[config.mk]
export PLATFORM = sky130hd
export DESIGN_NAME = bracket_frame_deframer_unit
export DESIGN_NICKNAME = d
export VERILOG_FILES = /design/src/bfd_pkg.sv /design/src/bfd_front.sv /design/src/bfd_rsp_queue.sv /design/src/bfd_back.sv /design/src/bracket_frame_deframer_unit.sv
export SDC_FILE = /design/constraint.sdc
export NUM_CORES = 1
export LEC_CHECK = 0
export BUFFER_PORTS_ARGS = -buffer_cell sky130_fd_sc_hd__buf_2
export CAP_MARGIN = 25
export CORE_MARGIN = 5
export CORE_UTILIZATION = 57
export CTS_CLUSTER_DIAMETER = 50
export CTS_CLUSTER_SIZE = 12
export DETAILED_ROUTE_END_ITERATION = 6
export GPL_TIMING_DRIVEN = 0
export PLACE_DENSITY_LB_ADDON = 0.12
export SKIP_LAST_GASP = 1
export SYNTH_ARGS = -nofsm -noshare
export SYNTH_HDL_FRONTEND = slang
export SYNTH_SLANG_ARGS = --single-unit
export TNS_END_PERCENT = 100
[constraint.sdc]
create_clock -name clock -period 8.9 [get_ports clock]
set_clock_uncertainty 0.15 [all_clocks]
set_input_delay 0.89 -clock clock [delete_from_list [all_inputs] [get_ports clock]]
set_output_delay 0.89 -clock clock [all_outputs]
set_load 0.01 [all_outputs]
[src/bfd_pkg.sv]
// ---------------------------------------------------------------------------
// bfd_pkg - shared types and constants of the bracket frame deframer
// Command and result codes, parser phases and the records carried between
// the front end, the parser and the result queue.
// ---------------------------------------------------------------------------
package bfd_pkg;

   localparam int LENGTH_BYTES = 4;   // bytes in the length field, 1..4
   localparam int SUM_BYTES    = 2;   // bytes in the checksum field, 1..2

   localparam int LEN_W = 32;
   localparam int SUM_W = 16;

   localparam logic [SUM_W-1:0] SUM_MASK = (SUM_BYTES >= 2) ? 16'hFFFF : 16'h00FF;

   localparam logic [7:0] START_CHAR_RESET = 8'd91;
   localparam logic [7:0] END_CHAR_RESET   = 8'd93;

   typedef enum logic [1:0] {
      CMD_BYTE = 2'd0,
      CMD_ACK  = 2'd1,
      CMD_RST  = 2'd2,
      CMD_NOP  = 2'd3
   } command_type;

   typedef enum logic [0:0] {
      CSR_START_CHAR = 1'b0,
      CSR_END_CHAR   = 1'b1
   } csr_index_type;

   typedef enum logic [2:0] {
      PH_HUNT = 3'd0,
      PH_TYPE = 3'd1,
      PH_LEN  = 3'd2,
      PH_DATA = 3'd3,
      PH_SUM  = 3'd4,
      PH_END  = 3'd5
   } phase_type;

   typedef enum logic [3:0] {
      ST_CONSUMED = 4'd0,
      ST_PAYLOAD  = 4'd1,
      ST_GOOD     = 4'd2,
      ST_SUMERR   = 4'd3,
      ST_ENDERR   = 4'd4,
      ST_DROPPED  = 4'd5,
      ST_ACKED    = 4'd6,
      ST_NONE     = 4'd7,
      ST_RESET    = 4'd8
   } status_type;

   typedef struct packed {
      command_type kind;
      logic [7:0]  data;
      logic        last;
   } cmd_type;

   typedef struct packed {
      status_type  status;
      logic [7:0]  payload;
      logic [7:0]  ftype;
   } rsp_type;

endpackage

[src/bfd_front.sv]
// ---------------------------------------------------------------------------
// bfd_front - request intake
// Decodes each request into a command record and holds it in a two-entry
// queue until the parser takes it.
// ---------------------------------------------------------------------------
module bfd_front (
   input  logic                 clock,
   input  logic                 reset,
   input  logic                 req_push,
   output logic                 req_full,
   input  logic [1:0]           req_command,
   input  logic [7:0]           req_data_byte,
   input  logic                 req_chunk_last,
   output logic                 cmd_valid,
   output bfd_pkg::cmd_type     cmd,
   input  logic                 cmd_pop
);

   bfd_pkg::cmd_type entry_ff [2];
   logic             wr_ptr_ff, wr_ptr_in;
   logic             rd_ptr_ff, rd_ptr_in;
   logic [1:0]       count_ff, count_in;
   logic             do_push, do_pop;
   bfd_pkg::cmd_type decoded;

   always_comb begin
      decoded.data = req_data_byte;
      decoded.last = req_chunk_last;
      case (req_command)
         bfd_pkg::CMD_BYTE: decoded.kind = bfd_pkg::CMD_BYTE;
         bfd_pkg::CMD_ACK:  decoded.kind = bfd_pkg::CMD_ACK;
         bfd_pkg::CMD_RST:  decoded.kind = bfd_pkg::CMD_RST;
         default:           decoded.kind = bfd_pkg::CMD_NOP;
      endcase
   end

   assign req_full  = (count_ff == 2'd2);
   assign cmd_valid = (count_ff != 2'd0);
   assign cmd       = entry_ff[rd_ptr_ff];
   assign do_push   = req_push && !req_full;
   assign do_pop    = cmd_pop && cmd_valid;

   always_comb begin
      wr_ptr_in = do_push ? ~wr_ptr_ff : wr_ptr_ff;
      rd_ptr_in = do_pop ? ~rd_ptr_ff : rd_ptr_ff;
      count_in  = count_ff + {1'b0, do_push} - {1'b0, do_pop};
   end

   always_ff @(posedge clock) begin
      if (reset) begin
         wr_ptr_ff <= 1'b0;
         rd_ptr_ff <= 1'b0;
         count_ff  <= 2'd0;
      end else begin
         wr_ptr_ff <= wr_ptr_in;
         rd_ptr_ff <= rd_ptr_in;
         count_ff  <= count_in;
      end
   end

   always_ff @(posedge clock) begin
      if (do_push) begin
         entry_ff[wr_ptr_ff] <= decoded;
      end
   end

endmodule

[src/bfd_rsp_queue.sv]
// ---------------------------------------------------------------------------
// bfd_rsp_queue - result queue
// Two-entry queue between the parser and the response port, so the parser
// keeps going while a result waits to be popped.
// ---------------------------------------------------------------------------
module bfd_rsp_queue (
   input  logic                 clock,
   input  logic                 reset,
   input  logic                 rsp_push,
   input  bfd_pkg::rsp_type     rsp_in,
   output logic                 rsp_q_full,
   output logic                 rsp_empty,
   input  logic                 rsp_pop,
   output bfd_pkg::rsp_type     rsp_head
);

   bfd_pkg::rsp_type entry_ff [2];
   logic             wr_ptr_ff, wr_ptr_in;
   logic             rd_ptr_ff, rd_ptr_in;
   logic [1:0]       count_ff, count_in;
   logic             do_push, do_pop;

   assign rsp_q_full = (count_ff == 2'd2);
   assign rsp_empty  = (count_ff == 2'd0);
   assign rsp_head   = entry_ff[rd_ptr_ff];
   assign do_push    = rsp_push && !rsp_q_full;
   assign do_pop     = rsp_pop && !rsp_empty;

   always_comb begin
      wr_ptr_in = do_push ? ~wr_ptr_ff : wr_ptr_ff;
      rd_ptr_in = do_pop ? ~rd_ptr_ff : rd_ptr_ff;
      count_in  = count_ff + {1'b0, do_push} - {1'b0, do_pop};
   end

   always_ff @(posedge clock) begin
      if (reset) begin
         wr_ptr_ff <= 1'b0;
         rd_ptr_ff <= 1'b0;
         count_ff  <= 2'd0;
      end else begin
         wr_ptr_ff <= wr_ptr_in;
         rd_ptr_ff <= rd_ptr_in;
         count_ff  <= count_in;
      end
   end

   always_ff @(posedge clock) begin
      if (do_push) begin
         entry_ff[wr_ptr_ff] <= rsp_in;
      end
   end

endmodule

[src/bfd_back.sv]
// ---------------------------------------------------------------------------
// bfd_back - frame parser
// Executes one command record per cycle, while the result queue has room,
// against the frame state and start/end bytes, giving one result for each.
// ---------------------------------------------------------------------------
module bfd_back (
   input  logic                 clock,
   input  logic                 reset,
   input  logic                 csr_we,
   input  logic                 csr_index,
   input  logic [7:0]           csr_wdata,
   input  logic                 cmd_valid,
   input  bfd_pkg::cmd_type     cmd,
   output logic                 cmd_pop,
   output logic                 rsp_push,
   output bfd_pkg::rsp_type     rsp,
   input  logic                 rsp_q_full
);

   logic [7:0]                  start_char_ff, end_char_ff;
   bfd_pkg::phase_type          phase_ff, phase_in;
   logic [1:0]                  fbc_ff, fbc_in;
   logic [bfd_pkg::LEN_W-1:0]   exp_len_ff, exp_len_in;
   logic [bfd_pkg::LEN_W-1:0]   pay_cnt_ff, pay_cnt_in;
   logic [bfd_pkg::SUM_W-1:0]   run_sum_ff, run_sum_in;
   logic [bfd_pkg::SUM_W-1:0]   rcv_sum_ff, rcv_sum_in;
   logic [7:0]                  held_type_ff, held_type_in;
   logic                        held_ff, held_in;
   logic                        chunk_start_ff, chunk_start_in;
   logic                        dropping_ff, dropping_in;

   logic                        fire;
   logic                        drop_now;
   logic [1:0]                  fbc_inc;
   logic                        len_done, data_done, sum_done, sum_ok;
   logic                        end_ok, start_hit;
   logic [bfd_pkg::LEN_W-1:0]   exp_shift, pay_inc;
   logic [bfd_pkg::SUM_W-1:0]   rcv_shift, sum_add;
   logic [7:0]                  b;

   assign fire     = cmd_valid && !rsp_q_full;
   assign cmd_pop  = fire;
   assign rsp_push = fire;
   assign b        = cmd.data;

   // a chunk's fate is fixed by whether a frame is held at its first byte
   assign drop_now  = chunk_start_ff ? held_ff : dropping_ff;
   assign fbc_inc   = fbc_ff + 2'd1;
   assign len_done  = (fbc_inc == 2'd0) || ({1'b0, fbc_inc} >= 3'(bfd_pkg::LENGTH_BYTES));
   assign sum_done  = {1'b0, fbc_inc} >= 3'(bfd_pkg::SUM_BYTES);
   assign exp_shift = {exp_len_ff[bfd_pkg::LEN_W-9:0], b};
   assign pay_inc   = pay_cnt_ff + 32'd1;
   assign data_done = pay_inc >= exp_len_ff;
   assign sum_add   = run_sum_ff + {8'd0, b};
   assign rcv_shift = {rcv_sum_ff[bfd_pkg::SUM_W-9:0], b};
   assign sum_ok    = (rcv_shift & bfd_pkg::SUM_MASK) == (run_sum_ff & bfd_pkg::SUM_MASK);
   assign end_ok    = (b == end_char_ff);
   assign start_hit = (b == start_char_ff);

   // next phase
   always_comb begin
      phase_in = phase_ff;
      if (fire) begin
         case (cmd.kind)
            bfd_pkg::CMD_BYTE: begin
               if (!drop_now) begin
                  case (phase_ff)
                     bfd_pkg::PH_TYPE: phase_in = bfd_pkg::PH_LEN;
                     bfd_pkg::PH_LEN: begin
                        if (len_done) begin
                           phase_in = (exp_shift == '0) ? bfd_pkg::PH_SUM : bfd_pkg::PH_DATA;
                        end
                     end
                     bfd_pkg::PH_DATA: begin
                        if (data_done) phase_in = bfd_pkg::PH_SUM;
                     end
                     bfd_pkg::PH_SUM: begin
                        if (sum_done) phase_in = sum_ok ? bfd_pkg::PH_END : bfd_pkg::PH_HUNT;
                     end
                     bfd_pkg::PH_END: phase_in = bfd_pkg::PH_HUNT;
                     default: begin
                        if (start_hit) phase_in = bfd_pkg::PH_TYPE;
                     end
                  endcase
               end
            end
            bfd_pkg::CMD_RST: phase_in = bfd_pkg::PH_HUNT;
            default:          phase_in = phase_ff;
         endcase
      end
   end

   // datapath and result
   always_comb begin
      fbc_in         = fbc_ff;
      exp_len_in     = exp_len_ff;
      pay_cnt_in     = pay_cnt_ff;
      run_sum_in     = run_sum_ff;
      rcv_sum_in     = rcv_sum_ff;
      held_type_in   = held_type_ff;
      held_in        = held_ff;
      chunk_start_in = chunk_start_ff;
      dropping_in    = dropping_ff;
      rsp.status     = bfd_pkg::ST_CONSUMED;
      rsp.payload    = 8'd0;
      rsp.ftype      = 8'd0;
      if (fire) begin
         case (cmd.kind)
            bfd_pkg::CMD_BYTE: begin
               dropping_in    = drop_now;
               chunk_start_in = 1'b0;
               if (drop_now) begin
                  rsp.status = bfd_pkg::ST_DROPPED;
               end else begin
                  case (phase_ff)
                     bfd_pkg::PH_TYPE: begin
                        held_type_in = b;
                        fbc_in       = 2'd0;
                        exp_len_in   = '0;
                     end
                     bfd_pkg::PH_LEN: begin
                        exp_len_in = exp_shift;
                        fbc_in     = fbc_inc;
                        if (len_done) begin
                           fbc_in     = 2'd0;
                           pay_cnt_in = '0;
                        end
                     end
                     bfd_pkg::PH_DATA: begin
                        run_sum_in  = sum_add;
                        pay_cnt_in  = pay_inc;
                        rsp.status  = bfd_pkg::ST_PAYLOAD;
                        rsp.payload = b;
                     end
                     bfd_pkg::PH_SUM: begin
                        rcv_sum_in = rcv_shift;
                        fbc_in     = fbc_inc;
                        if (sum_done) begin
                           fbc_in     = 2'd0;
                           rcv_sum_in = '0;
                           run_sum_in = '0;
                           if (!sum_ok) begin
                              exp_len_in   = '0;
                              pay_cnt_in   = '0;
                              held_type_in = 8'd0;
                              held_in      = 1'b0;
                              rsp.status   = bfd_pkg::ST_SUMERR;
                           end
                        end
                     end
                     bfd_pkg::PH_END: begin
                        exp_len_in = '0;
                        pay_cnt_in = '0;
                        if (end_ok) begin
                           held_in    = 1'b1;
                           rsp.status = bfd_pkg::ST_GOOD;
                           rsp.ftype  = held_type_ff;
                        end else begin
                           fbc_in       = 2'd0;
                           run_sum_in   = '0;
                           rcv_sum_in   = '0;
                           held_type_in = 8'd0;
                           held_in      = 1'b0;
                           rsp.status   = bfd_pkg::ST_ENDERR;
                        end
                     end
                     default: begin
                        if (start_hit) begin
                           fbc_in     = 2'd0;
                           pay_cnt_in = '0;
                        end
                     end
                  endcase
               end
               if (cmd.last) begin
                  chunk_start_in = 1'b1;
                  dropping_in    = 1'b0;
               end
            end
            bfd_pkg::CMD_ACK: begin
               if (held_ff) begin
                  rsp.status   = bfd_pkg::ST_ACKED;
                  rsp.ftype    = held_type_ff;
                  held_in      = 1'b0;
                  held_type_in = 8'd0;
               end else begin
                  rsp.status = bfd_pkg::ST_NONE;
               end
            end
            bfd_pkg::CMD_RST: begin
               fbc_in         = 2'd0;
               exp_len_in     = '0;
               pay_cnt_in     = '0;
               run_sum_in     = '0;
               rcv_sum_in     = '0;
               held_type_in   = 8'd0;
               held_in        = 1'b0;
               chunk_start_in = 1'b1;
               dropping_in    = 1'b0;
               rsp.status     = bfd_pkg::ST_RESET;
            end
            default: rsp.status = bfd_pkg::ST_CONSUMED;
         endcase
      end
   end

   always_ff @(posedge clock) begin
      if (reset) begin
         start_char_ff  <= bfd_pkg::START_CHAR_RESET;
         end_char_ff    <= bfd_pkg::END_CHAR_RESET;
         phase_ff       <= bfd_pkg::PH_HUNT;
         fbc_ff         <= 2'd0;
         exp_len_ff     <= '0;
         pay_cnt_ff     <= '0;
         run_sum_ff     <= '0;
         rcv_sum_ff     <= '0;
         held_type_ff   <= 8'd0;
         held_ff        <= 1'b0;
         chunk_start_ff <= 1'b1;
         dropping_ff    <= 1'b0;
      end else begin
         if (csr_we && (csr_index == bfd_pkg::CSR_START_CHAR)) start_char_ff <= csr_wdata;
         if (csr_we && (csr_index == bfd_pkg::CSR_END_CHAR))   end_char_ff   <= csr_wdata;
         phase_ff       <= phase_in;
         fbc_ff         <= fbc_in;
         exp_len_ff     <= exp_len_in;
         pay_cnt_ff     <= pay_cnt_in;
         run_sum_ff     <= run_sum_in;
         rcv_sum_ff     <= rcv_sum_in;
         held_type_ff   <= held_type_in;
         held_ff        <= held_in;
         chunk_start_ff <= chunk_start_in;
         dropping_ff    <= dropping_in;
      end
   end

   // payload phase always has bytes still owed
   a_data_count: assert property (@(posedge clock) disable iff (reset)
      (phase_ff == bfd_pkg::PH_DATA) |-> (pay_cnt_ff < exp_len_ff))
      else $error("payload count overran expected length");

   a_good_holds: assert property (@(posedge clock) disable iff (reset)
      (fire && rsp.status == bfd_pkg::ST_GOOD) |=> (held_ff && phase_ff == bfd_pkg::PH_HUNT))
      else $error("good frame not held");

   a_rst_clears: assert property (@(posedge clock) disable iff (reset)
      (fire && cmd.kind == bfd_pkg::CMD_RST) |=>
         (phase_ff == bfd_pkg::PH_HUNT && !held_ff && chunk_start_ff && !dropping_ff))
      else $error("receiver reset incomplete");

   a_drop_only_held: assert property (@(posedge clock) disable iff (reset)
      (fire && cmd.kind == bfd_pkg::CMD_BYTE && chunk_start_ff && !held_ff) |->
         (rsp.status != bfd_pkg::ST_DROPPED))
      else $error("chunk dropped with nothing held");

endmodule

[src/bracket_frame_deframer_unit.sv]
// ---------------------------------------------------------------------------
// bracket_frame_deframer_unit - receive deframer for a bracketed byte stream
// Usage:
//   Requests enter as a queue: present req_command/req_data_byte/
//   req_chunk_last with req_push; the request is taken when req_full is low.
//   Command 0 is a received byte, 1 acknowledges a held frame, 2 resets the
//   receiver. Every request gives exactly one result on the rsp_ ports,
//   readable while rsp_empty is low and removed with rsp_pop.
//   csr_we writes csr_wdata to the start byte (index 0) or end byte
//   (index 1); write only while no request is in flight.
//   Each request passes the request queue, the combinational parser and
//   the result queue before its result can be popped.
//   Throughput: one request per cycle while results drain; the parser
//   handles one byte per cycle with a single 32-bit payload count compare.
//   If the result side stalls, two results queue up, then the parser stops
//   and the two-entry request queue fills and raises req_full.
//   After reset the parser hunts for the start byte, nothing is held and
//   the start/end bytes are 91 and 93.
// ---------------------------------------------------------------------------
module bracket_frame_deframer_unit (
   input  logic       clock,
   input  logic       reset,
   input  logic       req_push,
   output logic       req_full,
   input  logic [1:0] req_command,
   input  logic [7:0] req_data_byte,
   input  logic       req_chunk_last,
   output logic       rsp_empty,
   input  logic       rsp_pop,
   output logic [3:0] rsp_status,
   output logic [7:0] rsp_payload_byte,
   output logic [7:0] rsp_frame_type,
   input  logic       csr_we,
   input  logic       csr_index,
   input  logic [7:0] csr_wdata
);

   logic             cmd_valid, cmd_pop;
   bfd_pkg::cmd_type cmd;
   logic             rsp_push, rsp_q_full;
   bfd_pkg::rsp_type rsp_next, rsp_head;

   bfd_front u_front (
      .clock          (clock),
      .reset          (reset),
      .req_push       (req_push),
      .req_full       (req_full),
      .req_command    (req_command),
      .req_data_byte  (req_data_byte),
      .req_chunk_last (req_chunk_last),
      .cmd_valid      (cmd_valid),
      .cmd            (cmd),
      .cmd_pop        (cmd_pop)
   );

   bfd_back u_back (
      .clock      (clock),
      .reset      (reset),
      .csr_we     (csr_we),
      .csr_index  (csr_index),
      .csr_wdata  (csr_wdata),
      .cmd_valid  (cmd_valid),
      .cmd        (cmd),
      .cmd_pop    (cmd_pop),
      .rsp_push   (rsp_push),
      .rsp        (rsp_next),
      .rsp_q_full (rsp_q_full)
   );

   bfd_rsp_queue u_rsp_queue (
      .clock      (clock),
      .reset      (reset),
      .rsp_push   (rsp_push),
      .rsp_in     (rsp_next),
      .rsp_q_full (rsp_q_full),
      .rsp_empty  (rsp_empty),
      .rsp_pop    (rsp_pop),
      .rsp_head   (rsp_head)
   );

   assign rsp_status       = rsp_head.status;
   assign rsp_payload_byte = rsp_head.payload;
   assign rsp_frame_type   = rsp_head.ftype;

endmodule

After elaboration in Yosys (flattened, before gate mapping)

Memories as Yosys holds them, arrays and structs flattened. A register that Yosys moved wholly into a read port is not among the register bits.
Index checks and enable logic that the tools add are counted.

Add/sub/neg operators: 7
Multiply operators: 0
Divide/modulo/power cells: 0
Order comparisons: 2
Equal/unequal tests: 30
Shift operators: 0
Multiplexer cells: 76
Bitwise gates (word level): 5
Reduce and logical (&&, ||, !) cells: 30

Operators by type and width:

| cell                                                             | count |
|---|---|
| 32-bit two-way mux                                               | 6 |
| 32-bit one-hot mux with 5 select lines                           | 1 |
| 32-bit one-hot mux with 2 select lines                           | 2 |
| 32-bit one-hot mux with 3 select lines                           | 1 |
| 8-bit two-way mux                                                | 11 |
| 16-bit two-way mux                                               | 4 |
| 16-bit one-hot mux with 3 select lines                           | 1 |
| 8-bit one-hot mux with 2 select lines                            | 3 |
| 8-bit one-hot mux with 3 select lines                            | 2 |
| 32-bit by 1-bit adder with 32-bit output (second input constant) | 1 |
| 32-bit greater-or-equal comparator                               | 1 |
| 32-bit zero test                                                 | 1 |
| 16-bit one-hot mux with 2 select lines                           | 1 |
| 3-bit two-way mux                                                | 8 |
| 4-bit one-hot mux with 3 select lines                            | 2 |
| 6-bit AND reduction                                              | 4 |
| 20-bit two-way mux                                               | 1 |
| 16-bit by 8-bit adder with 16-bit output                         | 1 |
| 16-bit equality test                                             | 1 |
| 8-bit equality test                                              | 2 |
| 1-bit two-way mux                                                | 16 |
| 3-bit one-hot mux with 5 select lines                            | 1 |
| 7-bit AND reduction                                              | 2 |
| 2-bit two-way mux                                                | 6 |
| other kinds (32)                                                 | 71 |

Flip-flop bits (word level): 128
Bits in latches: 0
RAM bits: 62
ROM bits: 0
Output and inout bits: 22
Logic and storage cells: 170
Memories: 2

Memory list:

| memory               | words | bits a word | read ports | clocked after memory_dff | write ports | RTL line            | text |
|---|---|---|---|---|---|---|---|
| u_rsp_queue.entry_ff | 2     | 20          | 1          | 1                        | 1           | bfd_rsp_queue.sv:17 | `bfd_pkg::rsp_type entry_ff [2];` |
| u_front.entry_ff     | 2     | 11          | 1          | 1                        | 1           | bfd_front.sv:19     | `bfd_pkg::cmd_type entry_ff [2];` |

Longest topological paths before layout

Gate-level depths: netlist of run 1.

Depth in word-level cells: 7
Gate-level depth with buffers: 14
Gate-level depth less buffers: 14

Hierarchy

From an unflattened synthesis of run 1, not the netlist that was laid out.

Cells, all modules: 1130
Area, all modules: 10442.5 um2

By module, submodules not included:

| module        | times used | cells each | area each (um2) | sequential area each (um2) |
|---|---|---|---|---|
| bfd_back      | 1          | 978        | 7738.7          | 2402.3 |
| bfd_rsp_queue | 1          | 89         | 1670.4          | 1301.2 |
| bfd_front     | 1          | 63         | 1033.5          | 760.7 |

Worst setup path before layout of run 1

OpenSTA, ideal clock, no wires.

Path type: reg-to-reg
Start point: reg with a tool-made name
End point: reg u_back.pay_cnt_ff[18] in the netlist's numbering
Setup time: 0.117 ns
Arrival time: 3.224 ns
Required time: 8.633 ns
Path slack: 5.409 ns
Cell stages (with the launch flop): 14
Buffers on the path: 4
Cells stage by stage: dfxtp_1 -> buf_6 -> mux2i_2 -> inv_1 -> ha_1 -> nor4_1 -> nand4_1 -> nor4_2 -> nand2_1 -> and3_1 -> buf_4 -> buf_6 -> buf_4 -> a32o_1

RTL lines:

| what                 | RTL line        | text |
|---|---|---|
| end signal, assigned | bfd_back.sv:227 | `pay_cnt_ff <= pay_cnt_in;` |
| end, declared        | bfd_back.sv:24  | `logic [bfd_pkg::LEN_W-1:0] pay_cnt_ff, pay_cnt_in;` |

==> results.sh, run 1 <==
export IMPL_die_w_microns=141
export IMPL_status="completed"
export IMPL_core_area_sq_um=16600
export IMPL_holdPathStages=2
export IMPL_crit_type="reg -> reg"
export IMPL_synth_area_top_cells="dfxtp_1 27%, edfxtp_1 19%, ha_1 6.6%"
export IMPL_maxCapViolations=0
export IMPL_design_area_sq_um=10800
export IMPL_gp_congestion=0.940
export IMPL_crit_path_end_kind="flip-flop"
export IMPL_drive_gt1_share_pct=12.4
export IMPL_rows=47
export IMPL_slew_headroom_pct=31.3
export IMPL_power_leakage_uw=0.00421
export IMPL_grt_max_degree=21
export IMPL_ant_nets=0
export IMPL_startpoint_type="flip-flop"
export IMPL_yosys_area_top_type="dfxtp_1"
export IMPL_clk_path_buf_depth=2
export IMPL_cp_slowest_cell="mux2i_2"
export IMPL_clock_sinks=192
export IMPL_holdCritStartpoint="u_back.run_sum_ff[4]$_SDFFE_PP0P_"
export IMPL_p_sw_share_pct=35.7
export IMPL_synthTopCellsByCount="130 x dfxtp_1, 73 x nand2_1, 72 x inv_1"
export IMPL_reg2reg_to="u_back.pay_cnt_ff[30]$_SDFFE_PP0P_"
export IMPL_yosysWarnings=0
export IMPL_cts_tree="done"
export IMPL_wl_per_cell_microns=18.3
export IMPL_power_frac_seq_pct=39.7
export IMPL_path_max_fanout=10
export IMPL_grt_use_total_pct=23.8
export IMPL_syn_inst=965
export IMPL_path_clk_slew_ns=0.08
export IMPL_grt_pass1_vias=7081
export IMPL_antenna_found_initial=0
export IMPL_tightest_slew_ns=1.00
export IMPL_yosysTopAreaCellShare_pct=26.7
export IMPL_arrival_ns=5.19
export IMPL_grt_first_pass_wirelength_microns=37400
export IMPL_fin_nets=1105
export IMPL_worstHoldPathType="reg -> reg"
export IMPL_ff2ff_setup_slack_ns=3.94
export IMPL_initial_core_util_pct=58.5
export IMPL_vdd_drop_max_v=0.000179
export IMPL_cts_buffers=17
export IMPL_synthesis_area_sq_um=9730
export IMPL_die_height_microns=141
export IMPL_overflow=0
export IMPL_synth_most_common_cell="dfxtp_1"
export IMPL_p_sw_uw=982
export IMPL_drc=0
export IMPL_htree_levels=4
export IMPL_slew_violations=0
export IMPL_antennaDiodeCount=0
export IMPL_pin_count=47
export IMPL_placed_area_sq_um=10200
export IMPL_holdBufCountCts=0
export IMPL_rr_worst_depth=13
export IMPL_critPathMaxStageDelay_ns=0.77
export IMPL_avgSynthCellArea_sq_um=10.1
export IMPL_fmax_mhz=202
export IMPL_cts_resized_gates=0
export IMPL_portBuffers=41
export IMPL_rsz0062_at_grt="false"
export IMPL_post_dp_hpwl_microns=16900
export IMPL_clk_latency_ns=0.44
export IMPL_die_area_sq_um=19800
export IMPL_drt_wl_total_microns=23100
export IMPL_finalHoldViolCount=0
export IMPL_synth_edf_count=62
export IMPL_postCtsSetupRepairBufs=0
export IMPL_setup_viol=0
export IMPL_pwr_density_cell_nw_per_um2=254
export IMPL_syn_to_final_growth_pct=11.4
export IMPL_path_cells="buf_6 -> mux2i_2 -> inv_1 -> ha_1 -> nor4_1 -> nand4_1 -> nor4_2 -> nand2_1 -> and3_1 -> buf_4 -> nor2_2 -> buf_2 -> a32o_1"
export IMPL_combPwrFrac_pct=32.1
export IMPL_vias_per_cell=5.93
export IMPL_cp_required_ns=9.13
export IMPL_min_period_ns=4.96
export IMPL_drt_pass1_iter_count=5
export IMPL_p_int_uw=1770
export IMPL_holdPathEnd="u_back.run_sum_ff[4]$_SDFFE_PP0P_"
export IMPL_async_flop_share_pct=0
export IMPL_setup_tns_ns=0
export IMPL_synth_ff_type="dfxtp_1"
export IMPL_synth_cell_types=70
export IMPL_ys_seq_area_share_pct=45.9
export IMPL_finalCritPeriodShare_pct=55.7
export IMPL_clock_power_share_pct=28.2
export IMPL_num_vias=7477
export IMPL_ys_ff_latch=192
export IMPL_synth_nets=1042
export IMPL_clock_root_buffer="clkbuf_16"
export IMPL_drt_iter0_markers=679
## cells by family (layout without fill, tap and decap cells)
logic type                 Yosys count  in the layout  share of synthesized area, %
AOI/OAI and AO/OA                  193            193                          14.5
xor gates and xnor gates            68             68                          6.12
adders and majority gates           52             52                          6.76
buffers and inverters              112            188                          4.72
DFF                                192            192                          45.9
muxes                               52             52                          6.03
and+or+nand+nor                    296            296                          16.0
## power groups by stage
| stage | clock [uW] | sequential (uW) | combinational [uW] |
|---|---|---|---|
| 6_report | 776 | 1090 | 883 |
| 5_1_grt | 824 | 1100 | 968 |
| 4_1_cts | 783 | 1090 | 881 |
| 3_5_place_dp | 0 | 1110 | 873 |
| 3_3_place_gp | 0 | 1110 | 849 |
| 2_1_floorplan | 0 | 1090 | 609 |
## registers in the layout, summed over array words and instances, names as in the netlist, 2 cells and up, named ones only
name,flops
u_back.end_char_ff,8
u_back.exp_len_ff,32
u_back.fbc_ff,2
u_back.held_type_ff,8
u_back.pay_cnt_ff,32
u_back.phase_ff,3
u_back.rcv_sum_ff,8
u_back.run_sum_ff,16
u_back.start_char_ff,8
u_front.count_ff,2
u_front.entry_ff,22
u_rsp_queue.count_ff,2
u_rsp_queue.entry_ff,40
## worst max-delay path by stage
stage,end,slack [ns],cells past startpoint
floorplan,u_back.pay_cnt_ff[18]$_SDFFE_PP0P_,5.41,13
global placement,u_back.pay_cnt_ff[28]$_SDFFE_PP0P_,4.02,13
detailed placement,u_back.pay_cnt_ff[30]$_SDFFE_PP0P_,4.02,13
CTS,u_back.pay_cnt_ff[30]$_SDFFE_PP0P_,3.99,13
global route,u_back.pay_cnt_ff[21]$_SDFFE_PP0P_,3.65,13
finish,u_back.pay_cnt_ff[30]$_SDFFE_PP0P_,3.94,13
## routing by layer
layer | global-route usage, % | routed length, microns
met1 | 33.6 | 10500
met4 | 7.29 | 471
met3 | 3.42 | 1360
met2 | 38.3 | 10700
met5 | 0 | 0
## area by class of cell
class | instances | area, sq um
clock buffer | 18 | 429
clock inverter | 14 | 169
sequential | 192 | 4460
buffer | 40 | 189
timing repair buffer | 44 | 238
inverter | 72 | 270
multi-input combinational | 661 | 4810
fill | 1393 | 5800
tap | 220 | 275
## cells in the final DEF, fill, tap and decap left out, types with 11 or more instances in the layout
master       n
nor2_1      59
edfxtp_1    62
nand4_1     16
inv_1       72
nand2_1     73
dfxtp_1    130
xnor2_1     55
and2_1      18
ha_1        51
mux2i_1     25
xor2_1      13
o21ai_0     21
mux2_2      21
nand3_1     35
clkbuf_16   17
a21o_1      11
clkbuf_1    30
a32o_1      17
and3_1      16
buf_2       45
a22o_1      32
nor4_1      14
a21oi_1     31
a31oi_1     14
## critical path: cells and delay by family (launching register included)
| kind | cells | cell delay [ns] |
|---|---|---|
| simple gates | 6 | 2.01 |
| mux | 1 | 0.77 |
| flops | 1 | 0.41 |
| compound gates | 1 | 0.16 |
| fa+ha+maj | 1 | 0.39 |
| buf+inv | 4 | 0.99 |
## stage by stage
step	total power [uW]	hold slack [ns]	std cells	setup slack (ns)	utilization (%)
floorplan	1700	0.274	965	5.41	-
global placement	1960	0.288	1226	4.02	61.4
detailed placement	1980	0.291	1229	4.02	61.6
CTS	2760	0.313	1261	3.99	65.2
global route	2900	0.336	1261	3.65	65.2
finish	2750	0.308	1261	3.94	65.2
Note: power is estimated with default switching activity, not from simulation.
==> inputs of run 2 (changes only) <==
- clock period: 8.9 -> 4.7 ns (I/O delays scaled with it)
==> run 2 against run 1 <==
Against the previous run: flip-flop and latch count did not move; first-iteration DRC count fell by 20%; total power rose by 92%; clock power is 88% higher; via count hardly changed; non-clock buffer count is 9 higher; die area unchanged; cell area rose by 1.1%; maximum frequency up 15%; sequential power up 90%; critical path type unchanged; largest power group unchanged.
==> results.sh, run 2 (same netlist as run 1, synthesis figures left out) <==
export IMPL_status="completed"
export IMPL_pwr_density_cell_nw_per_um2=481
export IMPL_fill_cells=1369
export IMPL_die_area_sq_um=19800
export IMPL_antenna_found_initial=0
export IMPL_ant_nets=0
export IMPL_antennaDiodeCount=0
export IMPL_startpoint_type="flip-flop"
export IMPL_path_clk_slew_ns=0.08
export IMPL_p_sw_uw=1870
export IMPL_seq_area_sq_um=4460
export IMPL_initial_core_util_pct=58.5
export IMPL_overflow=0
export IMPL_vias_per_cell=5.88
export IMPL_p_sw_share_pct=35.5
export IMPL_finalCritPeriodShare_pct=92.1
export IMPL_clock_root_buffer="clkbuf_16"
export IMPL_multi_input_area_sq_um=4870
export IMPL_largestRegisters="u_rsp_queue.entry_ff (40), u_back.exp_len_ff (32), u_back.pay_cnt_ff (32)"
export IMPL_worstHoldPathType="in -> reg"
export IMPL_rows=47
export IMPL_min_period_ns=4.33
export IMPL_rsz0062_at_grt="false"
export IMPL_drt_wl_total_microns=23100
export IMPL_finalHoldViolCount=0
export IMPL_drc=0
export IMPL_cp_required_ns=4.93
export IMPL_regMostFlops="u_rsp_queue.entry_ff"
export IMPL_design_area_sq_um=11000
export IMPL_setup_tns_ns=0
export IMPL_num_vias=7473
export IMPL_crit_path_end_kind="flip-flop"
export IMPL_p_int_uw=3410
export IMPL_clk_path_buf_depth=2
export IMPL_maxCapViolations=0
export IMPL_pin_count=47
export IMPL_crit_type="reg -> reg"
export IMPL_drive_gt1_share_pct=13.2
export IMPL_arrival_ns=4.55
export IMPL_clock_sinks=192
export IMPL_slew_violations=0
export IMPL_cts_buffers=17
export IMPL_cts_tree="done"
export IMPL_die_w_microns=141
export IMPL_drt_pass1_iter_count=5
export IMPL_post_dp_hpwl_microns=16900
export IMPL_grt_pass1_vias=7076
export IMPL_grt_first_pass_wirelength_microns=37400
export IMPL_gp_congestion=0.940
export IMPL_hold_slack_ns=0.0655
export IMPL_vdd_drop_max_v=0.000342
export IMPL_portBuffers=41
export IMPL_grt_max_degree=21
export IMPL_core_area_sq_um=16600
export IMPL_die_height_microns=141
export IMPL_clk_latency_ns=0.44
export IMPL_slew_headroom_pct=35.5
export IMPL_setup_viol=0
export IMPL_htree_levels=4
export IMPL_largest_reg_flops=40
export IMPL_tightest_slew_ns=0.959
export IMPL_wl_per_cell_microns=18.2
export IMPL_fin_nets=1114
export IMPL_grt_use_total_pct=23.8
export IMPL_syn_to_final_growth_pct=12.7
export IMPL_final_cell_mix="130 x dfxtp_1, 73 x nand2_1, 72 x inv_1"
export IMPL_clock_power_share_pct=27.7
export IMPL_combPwrFrac_pct=33.0
export IMPL_layout_commonest_cell="dfxtp_1"
export IMPL_power_leakage_uw=0.00426
export IMPL_fmax_mhz=231
export IMPL_drt_iter0_markers=544
export IMPL_power_frac_seq_pct=39.3
export IMPL_path_max_fanout=10
export IMPL_placed_area_sq_um=10200
## run 2: layer usage
layer	vias to the layer above	global-route usage (%)	part of all wire, %
li1	3653	-	-
met1	3609	33.6	47
met2	187	38.3	47
met3	24	3.42	5.0
met4	0	7.29	1.4
met5	-	0	0
## run 2: final timing paths
path	from	slack (ns)	end	depth (start not counted)
min	req_data_byte[7]	0.07	u_front.entry_ff[0][8]$_DFFE_PP_	1
min reg2reg	u_back.run_sum_ff[4]$_SDFFE_PP0P_	0.31	u_back.run_sum_ff[4]$_SDFFE_PP0P_	2
max reg2reg	flip-flop	0.37	u_back.pay_cnt_ff[30]$_SDFFE_PP0P_	13
max	flip-flop	0.37	u_back.pay_cnt_ff[30]$_SDFFE_PP0P_	13
## run 2: repair_timing
item	4_1_cts	5_1_grt
pin swaps	0	1
setup endpoints to repair	18	55
gates resized for setup	4	3
hold buffers	0	0
setup buffers	0	9
## run 2: final cells by class
type / instances / share of cell area, %
Tap cell: 220 / 2.51
Timing Repair Buffer: 53 / 2.78
Clock buffer: 18 / 3.91
Inverter: 72 / 2.46
Clock inverter: 14 / 1.54
Buffer: 40 / 1.72
Sequential cell: 192 / 40.7
Multi-Input combinational cell: 661 / 44.4
## run 2: worst max-delay path: stages (launching register included)
cell     delay [ns]
dfxtp_1        0.45
buf_6          0.26
mux2i_4        0.33
inv_1          0.15
ha_1           0.33
nor4_1         0.38
nand4_1        0.29
nor4_4         0.38
nand2_1        0.29
and3_1         0.29
buf_4          0.16
nor2_2         0.29
buf_2          0.34
a32o_1         0.16
## run 2: through the flow
stage               power (uW)  util (%)  instances  worst slack (ns)
finish                    5280      65.9       1270             0.372
CTS                       5240      65.3       1261            0.0175
detailed placement        3760      61.6       1229            -0.185
global placement          3710      61.4       1226            -0.183
floorplan                 3230         -        965              1.21
global route              5560      65.9       1270            0.0900
## run 2: power groups by stage
stage | Clock (uW) | Combinational [uW] | Sequential, uW
CTS | 1480 | 1680 | 2070
global route | 1560 | 1900 | 2100
detailed placement | 0 | 1650 | 2100
floorplan | 0 | 1150 | 2070
finish | 1460 | 1740 | 2070
global placement | 0 | 1610 | 2100
==> inputs of run 3 (changes only) <==
- CORE_ASPECT_RATIO: unset -> 1.4
- CTS_CLUSTER_DIAMETER: 50 -> unset
==> run 3 against run 2 <==
Against the previous run: core utilization down 0.64 points; maximum frequency down 1.1%; final cell count down 2.1%; global-route usage up 0.52 points; sequential share of layout area up 0.14 points; clock power up 5%; via count down 0.86%; combinational power down 4%; total power about the same; non-clock buffer count down 10; critical path type unchanged; critical endpoint is now u_back.exp_len_ff[16]$_SDFFE_PP0P_; largest power group unchanged.
==> results.sh, run 3 (same netlist as run 1, synthesis figures left out) <==
export IMPL_status="completed"
export IMPL_p_sw_share_pct=36.4
export IMPL_clock_root_buffer="clkbuf_16"
export IMPL_cts_tree="done"
export IMPL_dp_cells=1211
export IMPL_grt_use_total_pct=24.4
export IMPL_clk_latency_ns=0.44
export IMPL_setup_viol=0
export IMPL_grt_pass1_vias=7315
export IMPL_syn_to_final_growth_pct=12.3
export IMPL_holdPathEnd="u_front.entry_ff[1][7]$_DFFE_PP_"
export IMPL_largestRegisters="u_rsp_queue.entry_ff (40), u_back.exp_len_ff (32), u_back.pay_cnt_ff (32)"
export IMPL_clock_power_share_pct=29.2
export IMPL_hold_slack_ns=0.0690
export IMPL_rr_worst_depth=12
export IMPL_die_area_sq_um=19800
export IMPL_rsz0062_at_grt="false"
export IMPL_path_max_fanout=10
export IMPL_antennaDiodeCount=0
export IMPL_num_vias=7409
export IMPL_gp_congestion=0.957
export IMPL_drc=0
export IMPL_combPwrFrac_pct=31.6
export IMPL_overflow=0
export IMPL_drt_pass1_iter_count=5
export IMPL_clock_sinks=192
export IMPL_min_period_ns=4.37
export IMPL_path_clk_slew_ns=0.08
export IMPL_power_leakage_uw=0.00423
export IMPL_cts_buffers=17
export IMPL_initial_core_util_pct=58.1
export IMPL_antenna_found_initial=0
export IMPL_holdCritStartpoint="req_data_byte[6]"
export IMPL_power_frac_seq_pct=39.2
export IMPL_p_total_uw=5280
export IMPL_holdPathStages=1
export IMPL_core_area_sq_um=16700
export IMPL_fmax_mhz=229
export IMPL_wl_per_cell_microns=19.1
export IMPL_grt_max_degree=25
export IMPL_vias_per_cell=5.96
export IMPL_p_int_uw=3360
export IMPL_htree_levels=4
export IMPL_fin_nets=1104
export IMPL_holdBufCountCts=0
export IMPL_drt_iter0_markers=447
export IMPL_die_w_microns=120
export IMPL_startpoint_type="flip-flop"
export IMPL_pwr_density_cell_nw_per_um2=483
export IMPL_p_sw_uw=1920
export IMPL_vdd_drop_max_v=0.000435
export IMPL_layout_commonest_cell="dfxtp_1"
export IMPL_finalHoldViolCount=0
export IMPL_rows=56
export IMPL_pin_count=47
export IMPL_arrival_ns=4.61
export IMPL_cp_required_ns=4.93
export IMPL_ff2ff_setup_slack_ns=0.33
export IMPL_post_dp_hpwl_microns=17700
export IMPL_slew_headroom_pct=33.5
export IMPL_largest_reg_flops=40
export IMPL_worst_slack_ns=0.326
export IMPL_maxCapViolations=0
export IMPL_finalCritPeriodShare_pct=93.1
export IMPL_drive_gt1_share_pct=12.6
export IMPL_worstHoldPathType="in -> reg"
export IMPL_portBuffers=41
export IMPL_regMostFlops="u_rsp_queue.entry_ff"
export IMPL_final_cell_mix="130 x dfxtp_1, 73 x nand2_1, 72 x inv_1"
export IMPL_slew_violations=0
export IMPL_grt_first_pass_wirelength_microns=37700
export IMPL_crit_type="reg -> reg"
export IMPL_pre_cts_ws_ns=-0.0370
export IMPL_fin_util_pct=65.3
export IMPL_clk_path_buf_depth=2
export IMPL_tightest_slew_ns=0.989
export IMPL_ant_nets=0
export IMPL_reg2reg_to="u_back.exp_len_ff[16]$_SDFFE_PP0P_"
export IMPL_drt_wl_total_microns=23700
export IMPL_crit_path_end_kind="flip-flop"
export IMPL_die_height_microns=165
export IMPL_final_cells=1243
run 3: cell count changes in the layout (fill, tap and decap cells not counted), sizes merged:
cell           delta
buf               -9
clkbuf            -1
inv               -2
clkdlybuf4s18     -1
bufinv            -1
clkinv            +4
run 3: power groups by stage:
stage	Sequential [uW]	Combinational, uW	Clock, uW
2_1_floorplan	2070	1150	0
3_3_place_gp	2100	1610	0
3_5_place_dp	2100	1640	0
4_1_cts	2070	1660	1560
5_1_grt	2090	1820	1640
6_report	2070	1670	1540
run 3: worst max path at each step:
stage                                              end  cells past startpoint
global route        u_back.pay_cnt_ff[22]$_SDFFE_PP0P_                     13
floorplan           u_back.pay_cnt_ff[24]$_SDFFE_PP0P_                     13
global placement    u_back.pay_cnt_ff[25]$_SDFFE_PP0P_                     12
detailed placement  u_back.pay_cnt_ff[22]$_SDFFE_PP0P_                     13
CTS                 u_back.pay_cnt_ff[22]$_SDFFE_PP0P_                     13
finish              u_back.exp_len_ff[16]$_SDFFE_PP0P_                     12
run 3: per-layer routing:
layer	wire, microns	vias to the layer above	track usage (%)
li1	-	3629	-
met1	9480	3574	27.3
met2	12800	164	46.6
met3	744	42	3.60
met4	652	0	8.76
met5	0	-	0
run 3: cell type report:
type | count | area (sq um)
fill | 1393 | 5820
multi-input combinational | 661 | 4870
sequential | 192 | 4460
clock buffer | 17 | 425
inverter | 72 | 270
tap | 203 | 254
clock inverter | 15 | 235
timing repair buffer | 43 | 225
buffer | 40 | 189
run 3: through the flow:
step	setup TNS, ns	cell area (sq um)
after floorplan	0	9730
after global placement	-0.164	10200
after detailed placement	-0.213	10200
after CTS	0	10900
after global routing	0	10900
final	0	10900
run 3: what timing repair did:
item                                    CTS  global route
endpoints found under the setup margin   10            21
setup buffers                             0             0
resized for setup                         4             4
run 3: worst max-delay path, stage by stage, from the launching register on:
cell	delay (ns)
dfxtp_1	0.46
buf_6	0.26
mux2i_4	0.53
inv_1	0.19
ha_1	0.35
nor4_1	0.31
nand4_1	0.29
o31ai_1	0.49
a21oi_1	0.21
a21oi_1	0.18
o21a_1	0.27
clkbuf_1	0.40
a22o_1	0.22
